<file path="src/hw/rtl/dq_pkg.sv">
// ----------------------------------------------------------------------------
// dq_pkg
// Shared sizes, operation and status codes, the command struct passed
// from the front to the back part of the queue unit, and the status struct.
// ----------------------------------------------------------------------------
package dq_pkg;

	// Queue sizing. DATA_WIDTH matches the 32-bit value and item fields.
	localparam int DEPTH      = 16;
	localparam int DATA_WIDTH = 32;
	localparam int IDX_W      = $clog2(DEPTH);
	localparam int CNT_W      = $clog2(DEPTH + 1);

	// Command queue between front and back
	localparam int CQ_DEPTH = 2;
	localparam int CQ_PTR_W = $clog2(CQ_DEPTH);
	localparam int CQ_CNT_W = $clog2(CQ_DEPTH + 1);

	// Input operation codes
	localparam logic [2:0] OP_PUSH_FRONT = 3'd0;
	localparam logic [2:0] OP_PUSH_BACK  = 3'd1;
	localparam logic [2:0] OP_POP_FRONT  = 3'd2;
	localparam logic [2:0] OP_POP_BACK   = 3'd3;
	localparam logic [2:0] OP_LIST       = 3'd4;

	// Classified command kinds
	localparam logic [2:0] CMD_NOP        = 3'd0;
	localparam logic [2:0] CMD_PUSH_FRONT = 3'd1;
	localparam logic [2:0] CMD_PUSH_BACK  = 3'd2;
	localparam logic [2:0] CMD_POP_FRONT  = 3'd3;
	localparam logic [2:0] CMD_POP_BACK   = 3'd4;
	localparam logic [2:0] CMD_LIST       = 3'd5;

	// Result status codes
	localparam logic [1:0] ST_OK         = 2'd0;
	localparam logic [1:0] ST_POP_EMPTY  = 2'd1;
	localparam logic [1:0] ST_PUSH_FULL  = 2'd2;
	localparam logic [1:0] ST_LIST_EMPTY = 2'd3;

	typedef struct packed {
		logic [2:0]            kind;
		logic [DATA_WIDTH-1:0] value;
	} cmd_t;

	typedef struct packed {
		logic [CNT_W-1:0] fill;
		logic             listing;
	} stat_t;

	// Ring position of the entry at offset off from base (off < DEPTH)
	function automatic logic [IDX_W-1:0] ring_pos(logic [IDX_W-1:0] base,
	                                              logic [CNT_W-1:0] off);
		logic [CNT_W:0] sum;
		sum = (CNT_W+1)'(base) + (CNT_W+1)'(off);
		if (sum >= (CNT_W+1)'(DEPTH)) begin
			sum = sum - (CNT_W+1)'(DEPTH);
		end
		return sum[IDX_W-1:0];
	endfunction

endpackage

</file>
<file path="src/hw/rtl/dq_ram.sv">
// ----------------------------------------------------------------------------
// dq_ram
// Generic single-write, single-read RAM with registered read data.
// ----------------------------------------------------------------------------
module dq_ram #(
	parameter int WIDTH = 32,
	parameter int DEPTH = 16
) (
	input  logic                     clk,
	input  logic                     wr_en,
	input  logic [$clog2(DEPTH)-1:0] wr_addr,
	input  logic [WIDTH-1:0]         wr_data,
	input  logic                     rd_en,
	input  logic [$clog2(DEPTH)-1:0] rd_addr,
	output logic [WIDTH-1:0]         rd_data
);

	logic [WIDTH-1:0] mem_q [DEPTH];
	logic [WIDTH-1:0] rd_data_q;

	// Write port
	always_ff @(posedge clk) begin
		if (wr_en) begin
			mem_q[wr_addr] <= wr_data;
		end
	end

	// Registered read, held while rd_en is low
	always_ff @(posedge clk) begin
		if (rd_en) begin
			rd_data_q <= mem_q[rd_addr];
		end
	end

	assign rd_data = rd_data_q;

endmodule

</file>
<file path="src/hw/rtl/dq_front.sv">
// ----------------------------------------------------------------------------
// dq_front
// Accepts input items, classifies the operation into a command kind and
// holds commands in a short queue until the back part takes them.
// ----------------------------------------------------------------------------
module dq_front (
	input  logic                                 clk,
	input  logic                                 arst_n,
	input  logic                                 in_valid,
	output logic                                 in_stall,
	input  logic [2:0]                           op,
	input  logic signed [dq_pkg::DATA_WIDTH-1:0] value,
	output logic                                 cmd_valid,
	output dq_pkg::cmd_t                         cmd,
	input  logic                                 cmd_pop
);

	dq_pkg::cmd_t                  slot_q [dq_pkg::CQ_DEPTH];
	logic [dq_pkg::CQ_PTR_W-1:0]   wr_ptr_q;
	logic [dq_pkg::CQ_PTR_W-1:0]   rd_ptr_q;
	logic [dq_pkg::CQ_CNT_W-1:0]   cnt_q;
	logic [2:0]                    kind;
	logic                          push;

	// Classify the operation; unused codes become a no-op
	always_comb begin
		unique case (op)
			dq_pkg::OP_PUSH_FRONT: kind = dq_pkg::CMD_PUSH_FRONT;
			dq_pkg::OP_PUSH_BACK:  kind = dq_pkg::CMD_PUSH_BACK;
			dq_pkg::OP_POP_FRONT:  kind = dq_pkg::CMD_POP_FRONT;
			dq_pkg::OP_POP_BACK:   kind = dq_pkg::CMD_POP_BACK;
			dq_pkg::OP_LIST:       kind = dq_pkg::CMD_LIST;
			default:               kind = dq_pkg::CMD_NOP;
		endcase
	end

	assign in_stall  = (cnt_q == dq_pkg::CQ_CNT_W'(dq_pkg::CQ_DEPTH));
	assign push      = in_valid && !in_stall;
	assign cmd_valid = (cnt_q != '0);
	assign cmd       = slot_q[rd_ptr_q];

	// Store classified commands
	always_ff @(posedge clk) begin
		if (push) begin
			slot_q[wr_ptr_q] <= '{kind: kind, value: value};
		end
	end

	// Advance pointers and occupancy
	always_ff @(posedge clk or negedge arst_n) begin
		if (!arst_n) begin
			wr_ptr_q <= '0;
			rd_ptr_q <= '0;
			cnt_q    <= '0;
		end else begin
			if (push) begin
				wr_ptr_q <= (wr_ptr_q == dq_pkg::CQ_PTR_W'(dq_pkg::CQ_DEPTH - 1)) ?
				            '0 : wr_ptr_q + 1'b1;
			end
			if (cmd_pop) begin
				rd_ptr_q <= (rd_ptr_q == dq_pkg::CQ_PTR_W'(dq_pkg::CQ_DEPTH - 1)) ?
				            '0 : rd_ptr_q + 1'b1;
			end
			if (push && !cmd_pop) begin
				cnt_q <= cnt_q + 1'b1;
			end else if (!push && cmd_pop) begin
				cnt_q <= cnt_q - 1'b1;
			end
		end
	end

endmodule

</file>
<file path="src/hw/rtl/dq_back.sv">
// ----------------------------------------------------------------------------
// dq_back
// Carries out queue commands on the ring buffer: updates head and fill
// count, writes pushed values, walks the entries for a listing, and drives
// the registered result port.
// ----------------------------------------------------------------------------
module dq_back (
	input  logic                                 clk,
	input  logic                                 arst_n,
	input  logic                                 cmd_valid,
	input  dq_pkg::cmd_t                         cmd,
	output logic                                 cmd_pop,
	output logic                                 out_valid,
	input  logic                                 out_stall,
	output logic signed [dq_pkg::DATA_WIDTH-1:0] item,
	output logic [1:0]                           status,
	output logic                                 last,
	output dq_pkg::stat_t                        stat
);

	localparam logic S_IDLE = 1'b0;
	localparam logic S_SEND = 1'b1;

	logic                          state_q, state_d;
	logic [dq_pkg::IDX_W-1:0]      front_q, front_d;
	logic [dq_pkg::CNT_W-1:0]      fill_q, fill_d;
	logic [dq_pkg::CNT_W-1:0]      idx_q, idx_d;
	logic                          out_valid_q;
	logic [dq_pkg::DATA_WIDTH-1:0] item_q;
	logic [1:0]                    status_q;
	logic                          last_q;

	logic                          out_free;
	logic                          full;
	logic                          empty;
	logic                          list_last;
	logic [dq_pkg::IDX_W-1:0]      front_dec;
	logic [dq_pkg::CNT_W-1:0]      idx_nxt;
	logic                          load;
	logic [dq_pkg::DATA_WIDTH-1:0] load_item;
	logic [1:0]                    load_status;
	logic                          load_last;
	logic                          wr_en;
	logic [dq_pkg::IDX_W-1:0]      wr_addr;
	logic                          rd_en;
	logic [dq_pkg::IDX_W-1:0]      rd_addr;
	logic [dq_pkg::DATA_WIDTH-1:0] rd_data;

	dq_ram #(
		.WIDTH (dq_pkg::DATA_WIDTH),
		.DEPTH (dq_pkg::DEPTH)
	) u_ram (
		.clk     (clk),
		.wr_en   (wr_en),
		.wr_addr (wr_addr),
		.wr_data (cmd.value),
		.rd_en   (rd_en),
		.rd_addr (rd_addr),
		.rd_data (rd_data)
	);

	assign out_free  = !out_valid_q || !out_stall;
	assign full      = (fill_q == dq_pkg::CNT_W'(dq_pkg::DEPTH));
	assign empty     = (fill_q == '0);
	assign idx_nxt   = idx_q + 1'b1;
	assign list_last = (idx_nxt == fill_q);
	assign front_dec = (front_q == '0) ? dq_pkg::IDX_W'(dq_pkg::DEPTH - 1) :
	                   front_q - 1'b1;
	assign cmd_pop   = (state_q == S_IDLE) && cmd_valid && out_free;

	// Execute one command, or send the next listed entry
	always_comb begin
		state_d     = state_q;
		front_d     = front_q;
		fill_d      = fill_q;
		idx_d       = idx_q;
		wr_en       = 1'b0;
		wr_addr     = front_q;
		rd_en       = 1'b0;
		rd_addr     = front_q;
		load        = 1'b0;
		load_item   = '0;
		load_status = dq_pkg::ST_OK;
		load_last   = 1'b1;
		unique case (state_q)
			S_IDLE: begin
				if (cmd_pop) begin
					load = 1'b1;
					unique case (cmd.kind)
						dq_pkg::CMD_PUSH_FRONT: begin
							if (full) begin
								load_status = dq_pkg::ST_PUSH_FULL;
							end else begin
								wr_en   = 1'b1;
								wr_addr = front_dec;
								front_d = front_dec;
								fill_d  = fill_q + 1'b1;
							end
						end
						dq_pkg::CMD_PUSH_BACK: begin
							if (full) begin
								load_status = dq_pkg::ST_PUSH_FULL;
							end else begin
								wr_en   = 1'b1;
								wr_addr = dq_pkg::ring_pos(front_q, fill_q);
								fill_d  = fill_q + 1'b1;
							end
						end
						dq_pkg::CMD_POP_FRONT: begin
							if (empty) begin
								load_status = dq_pkg::ST_POP_EMPTY;
							end else begin
								front_d = dq_pkg::ring_pos(front_q, dq_pkg::CNT_W'(1));
								fill_d  = fill_q - 1'b1;
							end
						end
						dq_pkg::CMD_POP_BACK: begin
							if (empty) begin
								load_status = dq_pkg::ST_POP_EMPTY;
							end else begin
								fill_d = fill_q - 1'b1;
							end
						end
						dq_pkg::CMD_LIST: begin
							if (empty) begin
								load_status = dq_pkg::ST_LIST_EMPTY;
							end else begin
								// fetch the front entry, results follow from S_SEND
								load    = 1'b0;
								rd_en   = 1'b1;
								rd_addr = front_q;
								idx_d   = '0;
								state_d = S_SEND;
							end
						end
						default: begin
							load_status = dq_pkg::ST_OK;
						end
					endcase
				end
			end
			S_SEND: begin
				if (out_free) begin
					load      = 1'b1;
					load_item = rd_data;
					load_last = list_last;
					if (list_last) begin
						state_d = S_IDLE;
					end else begin
						rd_en   = 1'b1;
						rd_addr = dq_pkg::ring_pos(front_q, idx_nxt);
						idx_d   = idx_nxt;
					end
				end
			end
			default: begin
				state_d = S_IDLE;
			end
		endcase
	end

	// Control state
	always_ff @(posedge clk or negedge arst_n) begin
		if (!arst_n) begin
			state_q     <= S_IDLE;
			front_q     <= '0;
			fill_q      <= '0;
			idx_q       <= '0;
			out_valid_q <= 1'b0;
		end else begin
			state_q <= state_d;
			front_q <= front_d;
			fill_q  <= fill_d;
			idx_q   <= idx_d;
			if (load) begin
				out_valid_q <= 1'b1;
			end else if (!out_stall) begin
				out_valid_q <= 1'b0;
			end
		end
	end

	// Result payload, held while stalled
	always_ff @(posedge clk) begin
		if (load) begin
			item_q   <= load_item;
			status_q <= load_status;
			last_q   <= load_last;
		end
	end

	assign out_valid    = out_valid_q;
	assign item         = item_q;
	assign status       = status_q;
	assign last         = last_q;
	assign stat.fill    = fill_q;
	assign stat.listing = (state_q == S_SEND);

endmodule

</file>
<file path="src/hw/rtl/double_ended_queue_unit.sv">
// A push, pop or unknown op is queued in the front part, then its result is registered.
// Throughput: one push, pop or unknown op per cycle unless a listing or out_stall holds it.
// A listing primes with one RAM read, then sends one entry a cycle while out_stall is low.
// While a listing runs, up to two further items wait in the command queue.
// Reset (arst_n low) empties the queue and zeroes the head; stored values are not cleared.
// ----------------------------------------------------------------------------
// double_ended_queue_unit
// Bounded double-ended queue of signed 32-bit values on a ring buffer,
// with push and pop at both ends and a front-to-back listing.
// ----------------------------------------------------------------------------
module double_ended_queue_unit (
	input  logic                                 clk,
	input  logic                                 arst_n,
	input  logic                                 in_valid,
	output logic                                 in_stall,
	input  logic [2:0]                           op,
	input  logic signed [dq_pkg::DATA_WIDTH-1:0] value,
	output logic                                 out_valid,
	input  logic                                 out_stall,
	output logic signed [dq_pkg::DATA_WIDTH-1:0] item,
	output logic [1:0]                           status,
	output logic                                 last
);

	logic          cmd_valid;
	dq_pkg::cmd_t  cmd;
	logic          cmd_pop;
	dq_pkg::stat_t stat;

	// Accept and classify items
	dq_front u_front (
		.clk       (clk),
		.arst_n    (arst_n),
		.in_valid  (in_valid),
		.in_stall  (in_stall),
		.op        (op),
		.value     (value),
		.cmd_valid (cmd_valid),
		.cmd       (cmd),
		.cmd_pop   (cmd_pop)
	);

	// Execute commands on the ring buffer
	dq_back u_back (
		.clk       (clk),
		.arst_n    (arst_n),
		.cmd_valid (cmd_valid),
		.cmd       (cmd),
		.cmd_pop   (cmd_pop),
		.out_valid (out_valid),
		.out_stall (out_stall),
		.item      (item),
		.status    (status),
		.last      (last),
		.stat      (stat)
	);

`ifndef SYNTHESIS
	// Fill count never exceeds the ring size
	assert property (@(posedge clk) disable iff (!arst_n)
		stat.fill <= dq_pkg::CNT_W'(dq_pkg::DEPTH))
		else $error("fill count above queue depth");

	// No new command is taken while a listing is in progress
	assert property (@(posedge clk) disable iff (!arst_n)
		stat.listing |-> !cmd_pop)
		else $error("command taken during listing");

	// Fill count moves by at most one per cycle
	assert property (@(posedge clk) disable iff (!arst_n)
		(stat.fill == $past(stat.fill)) ||
		(stat.fill == $past(stat.fill) + 1'b1) ||
		(stat.fill == $past(stat.fill) - 1'b1))
		else $error("fill count jumped");

	// Fill count holds while a listing runs
	assert property (@(posedge clk) disable iff (!arst_n)
		stat.listing |=> $stable(stat.fill))
		else $error("fill count changed during listing");
`endif

endmodule
</file>
<file path="config.mk">
export PLATFORM = sky130hd
export DESIGN_NAME = double_ended_queue_unit
export DESIGN_NICKNAME = d
export VERILOG_FILES = /design/src/hw/rtl/dq_pkg.sv /design/src/hw/rtl/dq_ram.sv /design/src/hw/rtl/dq_front.sv /design/src/hw/rtl/dq_back.sv /design/src/hw/rtl/double_ended_queue_unit.sv
export SDC_FILE = /design/constraint.sdc
export NUM_CORES = 1
export LEC_CHECK = 0
export BUFFER_PORTS_ARGS = -buffer_cell sky130_fd_sc_hd__clkbuf_2
export CAP_MARGIN = 20
export CORE_MARGIN = 3
export CORE_UTILIZATION = 55
export CTS_CLUSTER_DIAMETER = 60
export DETAILED_ROUTE_END_ITERATION = 16
export GPL_TIMING_DRIVEN = 0
export HOLD_SLACK_MARGIN = 0.08
export PLACE_DENSITY = 0.82
export RECOVER_POWER = 100
export SYNTH_ARGS = -nofsm -noshare
export SYNTH_HDL_FRONTEND = slang
export SYNTH_HIERARCHICAL = 1
export SYNTH_SLANG_ARGS = --single-unit
</file>
<file path="constraint.sdc">
create_clock -name clk -period 7.07 [get_ports clk]
set_clock_uncertainty 0.2 [all_clocks]
set_input_delay 1.414 -clock clk [delete_from_list [all_inputs] [get_ports clk]]
set_output_delay 1.414 -clock clk [all_outputs]
set_load 0.01 [all_outputs]
</file>
==> impl_metrics.toml, run 1 <==
[drt]
first_iter_violations = 1509
vias_per_cell = 6.52
wl_um = 60500
num_vias = 13400
routedWlPerCell_um = 29.5
first_pass_iters = 5
final_antenna_net_count = 0
drc = 0

[setup_path]
cpPeakStageDelay_ps = 1070
r2r-end = "u_back/u_ram/mem_q[9][17]"
r2r_start = "u_front/rd_ptr_q"
path_class = "reg2reg"
worst-endpoint-required_ps = 7130
reg2reg_slack_ps = 1090
path_cells = "clkbuf_1, buf_12, mux2_1, clkbuf_1, nor3b_1, nor2_1, nor2_1, o22ai_1, nand2b_1, nor2_1, buf_12"
crit_path_end_kind = "register"
worstPathArrival_ps = 6050
critical_path_cell_count = 11
crit_path_max_fanout = 24
cpMaxStageDelayCell = "nor2_1"
worst_r2r_path_depth = 11
cpMostUsedCell = "nor2_1"
crit_family = "simple AND/OR/NAND/NOR gates"
path_buf_inv = 4
worstSetupEndpoint = "u_back/u_ram/mem_q[9][17]"
start_kind = "register"
crit_start = "u_front/rd_ptr_q"

[cts]
root_buffer = "clkbuf_16"
cts.sinks = 669
cts-resized-gates = 0
h-tree-depth = 3
clock_latency_ps = 590
cts_buffers = 67
cts_tree = "built"
post-cts-setup-buffers = 0
cts_buffer_depth = 3
cts.clk_slew.worst_paths_ps = 60
postCtsHoldBufs = 0

[pwr]
power_mw = 14.5
pwr_density_cell_mw_per_mm2 = 494
p_leak_nw = 9.63
vdd_ir_drop_max_v = 0.000332

[hold_path]
hp-class = "reg2reg"
whs_path_depth = 1

[timing]
worst_pin_slew_ps = 2550
rsz0062_at_grt = "false"
tns_ps = 0
fin_crit_ps = 5980
setup_viol = 0
max_freq_ghz = 0.167
relSlewSlack_pct = -70.4
worst_slack_ps = 1090
hold_violations = 0
fin_crit_sh_pct = 84.6
finalMaxSlewViolations = 74

[finish]
multi_input_area_mm2 = 0.00550
fin_util_pct = 64.0
regArea_mm2 = 0.0200
stdcell_area_mm2 = 0.0294
diodes = 0
fin_nets = 1455
syn2layout_area_growth_pct = 13.6
nFillCells = 2836
drive_gt1_share_pct = 19.8

[synth]
avgSynthCellArea_um2 = 21.2
synth_area_mm2 = 0.0259
ys_warn_count = 6
synth_cells = 1225
syn-num-nets = 1280

[global_routing]
antenna_found_initial = 1
grt_max_degree = 29
grt_pass1_vias = 14000
grt_use_total_pct = 24.6
grt_pass1_wl_um = 90000
grt_overflow_total = 0

[floorplanning]
core-area_mm2 = 0.0460
dieHeight_um = 223
die_area_mm2 = 0.0497
chipWidth_um = 223
start_util_pct = 56.4
io_pins = 76
std_cell_rows = 78

[placed_design]
dp_hpwl_um = 35300
dpl-instance-area_mm2 = 0.0277
place_congestion = 0.842
io_buffers = 75
pre_cts_slack_ps = 1710

[run_status]
outcome = "finished with violations"
violations = "capacitance limit, slew limit"

[run]
max-cap-violations = 4
## worst reg2reg max path, stage by stage, from the launching register on
cell and delay (ps):
dfrtp_1 320, clkbuf_1 1030, buf_12 290, mux2_1 360
clkbuf_1 220, nor3b_1 520, nor2_1 240, nor2_1 300
o22ai_1 340, nand2b_1 430, nor2_1 1070, buf_12 330
## placed cells by master, fill, tap and decap left out, types with 13 or more instances in the layout
| cell | count |
|---|---|
| edfxtp_1 | 649 |
| clkbuf_1 | 130 |
| mux4_2 | 128 |
| clkbuf_16 | 69 |
| a22oi_1 | 64 |
| nand2_1 | 48 |
| mux2_1 | 39 |
| and3_1 | 34 |
| dfrtp_1 | 20 |
| nor2_1 | 18 |
| nand3_1 | 14 |
| xor2_1 | 13 |
| a21oi_1 | 13 |
| ha_1 | 13 |
## per-stage QoR
step	hold slack, ps	cells
floorplan	256	1225
global placement	273	1900
detailed placement	297	1930
CTS	313	2051
global route	324	2052
finish	300	2052
## state kept, by name, summed over array words and instances (netlist names), 2 cells and up
name / flops
u_back/fill_q: 5
u_back/front_q: 4
u_back/idx_q: 5
u_back/item: 32
u_back/status: 2
u_back/u_ram/mem_q: 512
u_back/u_ram/rd_data: 32
u_front/cnt_q: 2
u_front/slot_q: 70
## worst min path at each step
| stage | start | to |
|---|---|---|
| 6_report | u_front/wr_ptr_q | u_front/wr_ptr_q |
| 5_1_grt | u_front/cnt_q[1] | u_front/cnt_q[1] |
| 2_1_floorplan | u_front/cnt_q[1] | u_front/cnt_q[1] |
| 3_3_place_gp | u_front/cnt_q[1] | u_front/cnt_q[1] |
| 4_1_cts | u_front/cnt_q[1] | u_front/cnt_q[1] |
| 3_5_place_dp | u_front/cnt_q[1] | u_front/cnt_q[1] |
## cell type report
cell class / instances / area share (%)
plain buffers: 60 / 1.08
clock buffers: 89 / 6.22
clock inverters: 32 / 0.969
inverters: 11 / 0.140
multi-input cells: 485 / 18.7
flip-flops and latches: 669 / 67.9
well taps: 600 / 2.55
repair buffers: 106 / 2.45
## power by group
group          total (mW)  internal, mW  switching [mW]
Sequential           5.56          5.38           0.184
Combinational        5.56          2.13            3.44
Clock                3.42          1.98            1.44
Total                14.5          9.49            5.06
## per-layer routing
metal  share of wire [%]  global-route usage (%)
met2                  50                    40.6
met3                 9.5                    5.17
met1                  35                    31.4
met5               0.021                       0
met4                 5.5                    12.3
Power figures use the tool's default switching activity.
==> run 2, diff against run 1 <==
- clock period: 7.07 -> 5.85 ns (I/O delays scaled with it)
==> impl_metrics.toml, run 2 (synthesis results as in run 1) <==
[global_routing]
antenna_found_initial = 1
grt_overflow_total = 0
grt_use_total_pct = 24.6
grt_max_degree = 29
grt_pass1_wl_um = 90000
use_met2_pct = 40.6
use_met3_pct = 5.17
grt.busiest_layer = "met2"
use_met1_pct = 31.4
grt_pass1_vias = 14000

[hold_path]
hold_end = "u_front/wr_ptr_q"
min-delay-start = "u_front/wr_ptr_q"
whs_path_depth = 1
hp-class = "reg2reg"

[placed_design]
place_congestion = 0.842
place_inst = 1930
dpl-instance-area_mm2 = 0.0277
io_buffers = 75
dp_hpwl_um = 35300

[drt]
final_antenna_net_count = 0
drc = 0
routedWlPerCell_um = 29.4
wl_um = 60400
first_pass_iters = 6
num_vias = 13300
first_iter_violations = 1564
vias_per_cell = 6.50

[floorplanning]
io_pins = 76
die_area_mm2 = 0.0497
std_cell_rows = 78
core-area_mm2 = 0.0460
dieHeight_um = 223
chipWidth_um = 223
start_util_pct = 56.4

[finish]
final_cells = 2053
largest_reg_flops = 512
fin_util_pct = 63.9
largest-register = "u_back/u_ram/mem_q"
final_cell_mix = "edfxtp_1, clkbuf_1, mux4_2, clkbuf_16, a22oi_1"
top_regs = "u_back/u_ram/mem_q (512), u_front/slot_q (70)"
nFillCells = 2846
fin_nets = 1455
stdcell_area_mm2 = 0.0294
drive_gt1_share_pct = 19.6
syn2layout_area_growth_pct = 13.4
layout_commonest_cell = "edfxtp_1"

[run]
max-cap-violations = 4

[timing]
hold_violations = 0
relSlewSlack_pct = -70.3
worst_pin_slew_ps = 2550
rsz0062_at_grt = "false"
setup_viol = 0
max_freq_ghz = 0.189
fin_crit_sh_pct = 90.3
fin_crit_ps = 5280
finalMaxSlewViolations = 67

[setup_path]
crit_path_end_kind = "register"
r2r_start = "u_front/rd_ptr_q"
worst-endpoint-required_ps = 5840
worst_r2r_path_depth = 11
path_class = "reg2reg"
reg2reg_slack_ps = 570
r2r-end = "u_back/u_ram/mem_q[5][16]"
crit_path_max_fanout = 18
start_kind = "register"
worstPathArrival_ps = 5270

[cts]
cts.sinks = 669
clock_latency_ps = 590
cts-resized-gates = 0
root_buffer = "clkbuf_16"
cts_tree = "built"
cts_buffers = 67
postCtsHoldBufs = 0
h-tree-depth = 3
cts_buffer_depth = 3
post-cts-setup-buffers = 0
cts.clk_slew.worst_paths_ps = 60

[run_status]
outcome = "finished with violations"
violations = "capacitance limit, slew limit"

[pwr]
p_leak_nw = 9.63
vdd_ir_drop_max_v = 0.000401
pwr_density_cell_mw_per_mm2 = 599
## run 2: changes by cell type in the layout (fill, tap and decap cells not counted), sizes merged
| cell | change |
|---|---|
| buf | -3 |
| dlymetal6s2s | +1 |
| diode | +1 |
| clkbuf | +2 |
## run 2: cell type report
cell class / count / area [µm²] / share of cell area [%]
antenna: 1 / 2.50 / 0.00852
buffer: 60 / 323 / 1.10
clock buffer: 89 / 1830 / 6.24
clock inverter: 32 / 285 / 0.971
inverter: 11 / 41.3 / 0.141
multi-input combinational: 485 / 5480 / 18.6
sequential: 669 / 20000 / 68.1
tap: 600 / 751 / 2.56
timing repair buffer: 106 / 672 / 2.29
## run 2: metal layers
metal | wire (µm) | vias up
li1 | - | 5411
met3 | 5710 | 204
met5 | 13 | -
met2 | 30400 | 876
met1 | 21200 | 6847
met4 | 3050 | 2
## run 2: where the power goes
part           internal, mW  leakage [nW]  switching [mW]
logic                  2.57          2.44            4.17
registers              6.50          6.15           0.223
clock network          2.39          1.04            1.74
## run 2: worst max path at each step
stage	startpoint	to	slack, ps	depth (start not counted)
4_1_cts	u_front/rd_ptr_q	u_back/u_ram/mem_q[3][14]	740	10
3_3_place_gp	out_stall	u_back/u_ram/mem_q[0][13]	-2430	8
2_1_floorplan	out_stall	u_back/u_ram/mem_q[0][0]	480	7
6_report	u_front/rd_ptr_q	u_back/u_ram/mem_q[5][16]	570	11
3_5_place_dp	out_stall	u_back/u_ram/mem_q[0][15]	730	10
5_1_grt	u_front/rd_ptr_q	u_back/u_ram/mem_q[5][16]	350	11
## run 2: critical path: stages (launching register included)
cell            delay, ps
dfrtp_1               340
buf_6                 240
buf_12                200
mux2_1                350
clkbuf_1              220
nor3b_1               490
nor2_1                210
nor2_1                310
o22ai_1               340
nand2b_1              390
nor2_4                560
dlymetal6s2s_1        960
## run 2: stage by stage
| stage | hold slack [ps] | TNS [ps] | total power, mW | setup slack, ps |
|---|---|---|---|---|
| after floorplan | 256 | 0 | 11.3 | 481 |
| after global placement | 273 | -496900 | 13.2 | -2430 |
| after detailed placement | 297 | 0 | 13.6 | 730 |
| after CTS | 313 | 0 | 17.9 | 742 |
| after global routing | 324 | 0 | 18.3 | 347 |
| final | 298 | 0 | 17.6 | 569 |
==> run 3, diff against run 2 <==
- CELL_PAD_IN_SITES_DETAIL_PLACEMENT: unset -> 0
- CELL_PAD_IN_SITES_GLOBAL_PLACEMENT: unset -> 1
- PLACE_DENSITY: 0.82 -> 0.89
==> impl_metrics.toml, run 3 (synthesis results as in run 1) <==
[run_status]
outcome = "finished with violations"
violations = "capacitance limit, slew limit"

[placed_design]
dp_hpwl_um = 34700
dpl-instance-area_mm2 = 0.0277
place_congestion = 0.804
pre_cts_slack_ps = 924
io_buffers = 75

[setup_path]
crit_start = "u_front/rd_ptr_q"
start_kind = "register"
crit_family = "simple AND/OR/NAND/NOR gates"
path_cells = "buf_6, buf_12, mux2_1, clkbuf_1, nor3b_1, nor2_1, nor2_1, o22ai_1, nor3_1, buf_6, clkbuf_1"
worst-endpoint-required_ps = 5860
r2r_start = "u_front/rd_ptr_q"
path_buf_inv = 5
cpPeakStageDelay_ps = 1170
worstPathArrival_ps = 5270
path_class = "reg2reg"
crit_path_max_fanout = 10
crit_path_end_kind = "register"
cpMaxStageDelayCell = "nor3_1"

[finish]
fin_nets = 1453
final_cell_mix = "edfxtp_1, mux4_2, clkbuf_1, clkbuf_16, a22oi_1"
top_regs = "u_back/u_ram/mem_q (512), u_front/slot_q (70)"
syn2layout_area_growth_pct = 13.5
stdcell_area_mm2 = 0.0294
drive_gt1_share_pct = 20.3
nFillCells = 2962
largest_reg_flops = 512
largest-register = "u_back/u_ram/mem_q"
fin_util_pct = 64.0
diodes = 0
layout_commonest_cell = "edfxtp_1"

[floorplanning]
core-area_mm2 = 0.0460
chipWidth_um = 223
std_cell_rows = 78
io_pins = 76
start_util_pct = 56.4
die_area_mm2 = 0.0497
dieHeight_um = 223

[timing]
max_freq_ghz = 0.190
worst_pin_slew_ps = 2150
setup_viol = 0
fin_crit_ps = 5270
rsz0062_at_grt = "false"
worst_hold_slack_ps = 301
fin_crit_sh_pct = 90.1
relSlewSlack_pct = -43.7
worst_slack_ps = 582
hold_violations = 0
finalMaxSlewViolations = 102

[global_routing]
antenna_found_initial = 0
grt_use_total_pct = 23.6
grt_max_degree = 23
grt_pass1_wl_um = 86500
grt_pass1_vias = 13500
grt_overflow_total = 0

[cts]
cts.clk_slew.worst_paths_ps = 60
clock_latency_ps = 590
cts_buffers = 67
h-tree-depth = 3
cts.sinks = 669
postCtsHoldBufs = 0
root_buffer = "clkbuf_16"
cts-resized-gates = 0
cts_tree = "built"
post-cts-setup-buffers = 0
cts_buffer_depth = 3

[pwr]
vdd_ir_drop_max_v = 0.000445
p_leak_nw = 9.62
pwr_density_cell_mw_per_mm2 = 596

[drt]
first_iter_violations = 1352
first_pass_iters = 6
drc = 0
wl_um = 58100
routedWlPerCell_um = 28.4
final_antenna_net_count = 0
vias_per_cell = 6.38
num_vias = 13100

[run]
max-cap-violations = 8

[hold_path]
hp-class = "reg2reg"
min-delay-start = "u_front/wr_ptr_q"
## run 3: per-layer routing
layer  wire length [µm]  global-route usage (%)
met4               2930                    11.4
met1              21200                    30.5
met3               5230                    4.91
met5                  0                       0
met2              28800                    38.8
## run 3: area by class of cell
class / count / area, µm² / area share (%)
timing repair buffer: 104 / 677 / 2.30
buffer: 60 / 325 / 1.11
sequential: 669 / 20000 / 68.0
inverter: 11 / 41.3 / 0.140
clock buffer: 79 / 1810 / 6.14
tap: 600 / 751 / 2.55
clock inverter: 37 / 353 / 1.20
multi-input combinational: 485 / 5460 / 18.6
## run 3: final timing paths
kind,to,slack [ps],depth (start not counted)
min in group asynchronous,u_back/front_q[3],610,1
worst max register to register,u_back/u_ram/mem_q[8][16],580,11
worst max-delay path,u_back/u_ram/mem_q[8][16],580,11
max in group asynchronous,u_back/idx_q[3],4120,1
worst min-delay path,u_front/wr_ptr_q,300,1
worst min register to register,u_front/wr_ptr_q,300,1
## run 3: per-stage QoR
step	std cells	power (mW)	setup TNS [ps]
final	2045	17.5	0
after global routing	2045	18.3	0
after CTS	2045	17.8	0
after detailed placement	1929	13.5	0
after global placement	1900	13.2	-449160
after floorplan	1225	11.3	0
## run 3: where the power goes
group	switching, mW	internal, mW	leakage [nW]	total, mW
registers	0.212	6.50	6.15	6.71
logic	4.04	2.57	2.43	6.60
clock network	1.72	2.47	1.05	4.20
total	5.97	11.5	9.62	17.5
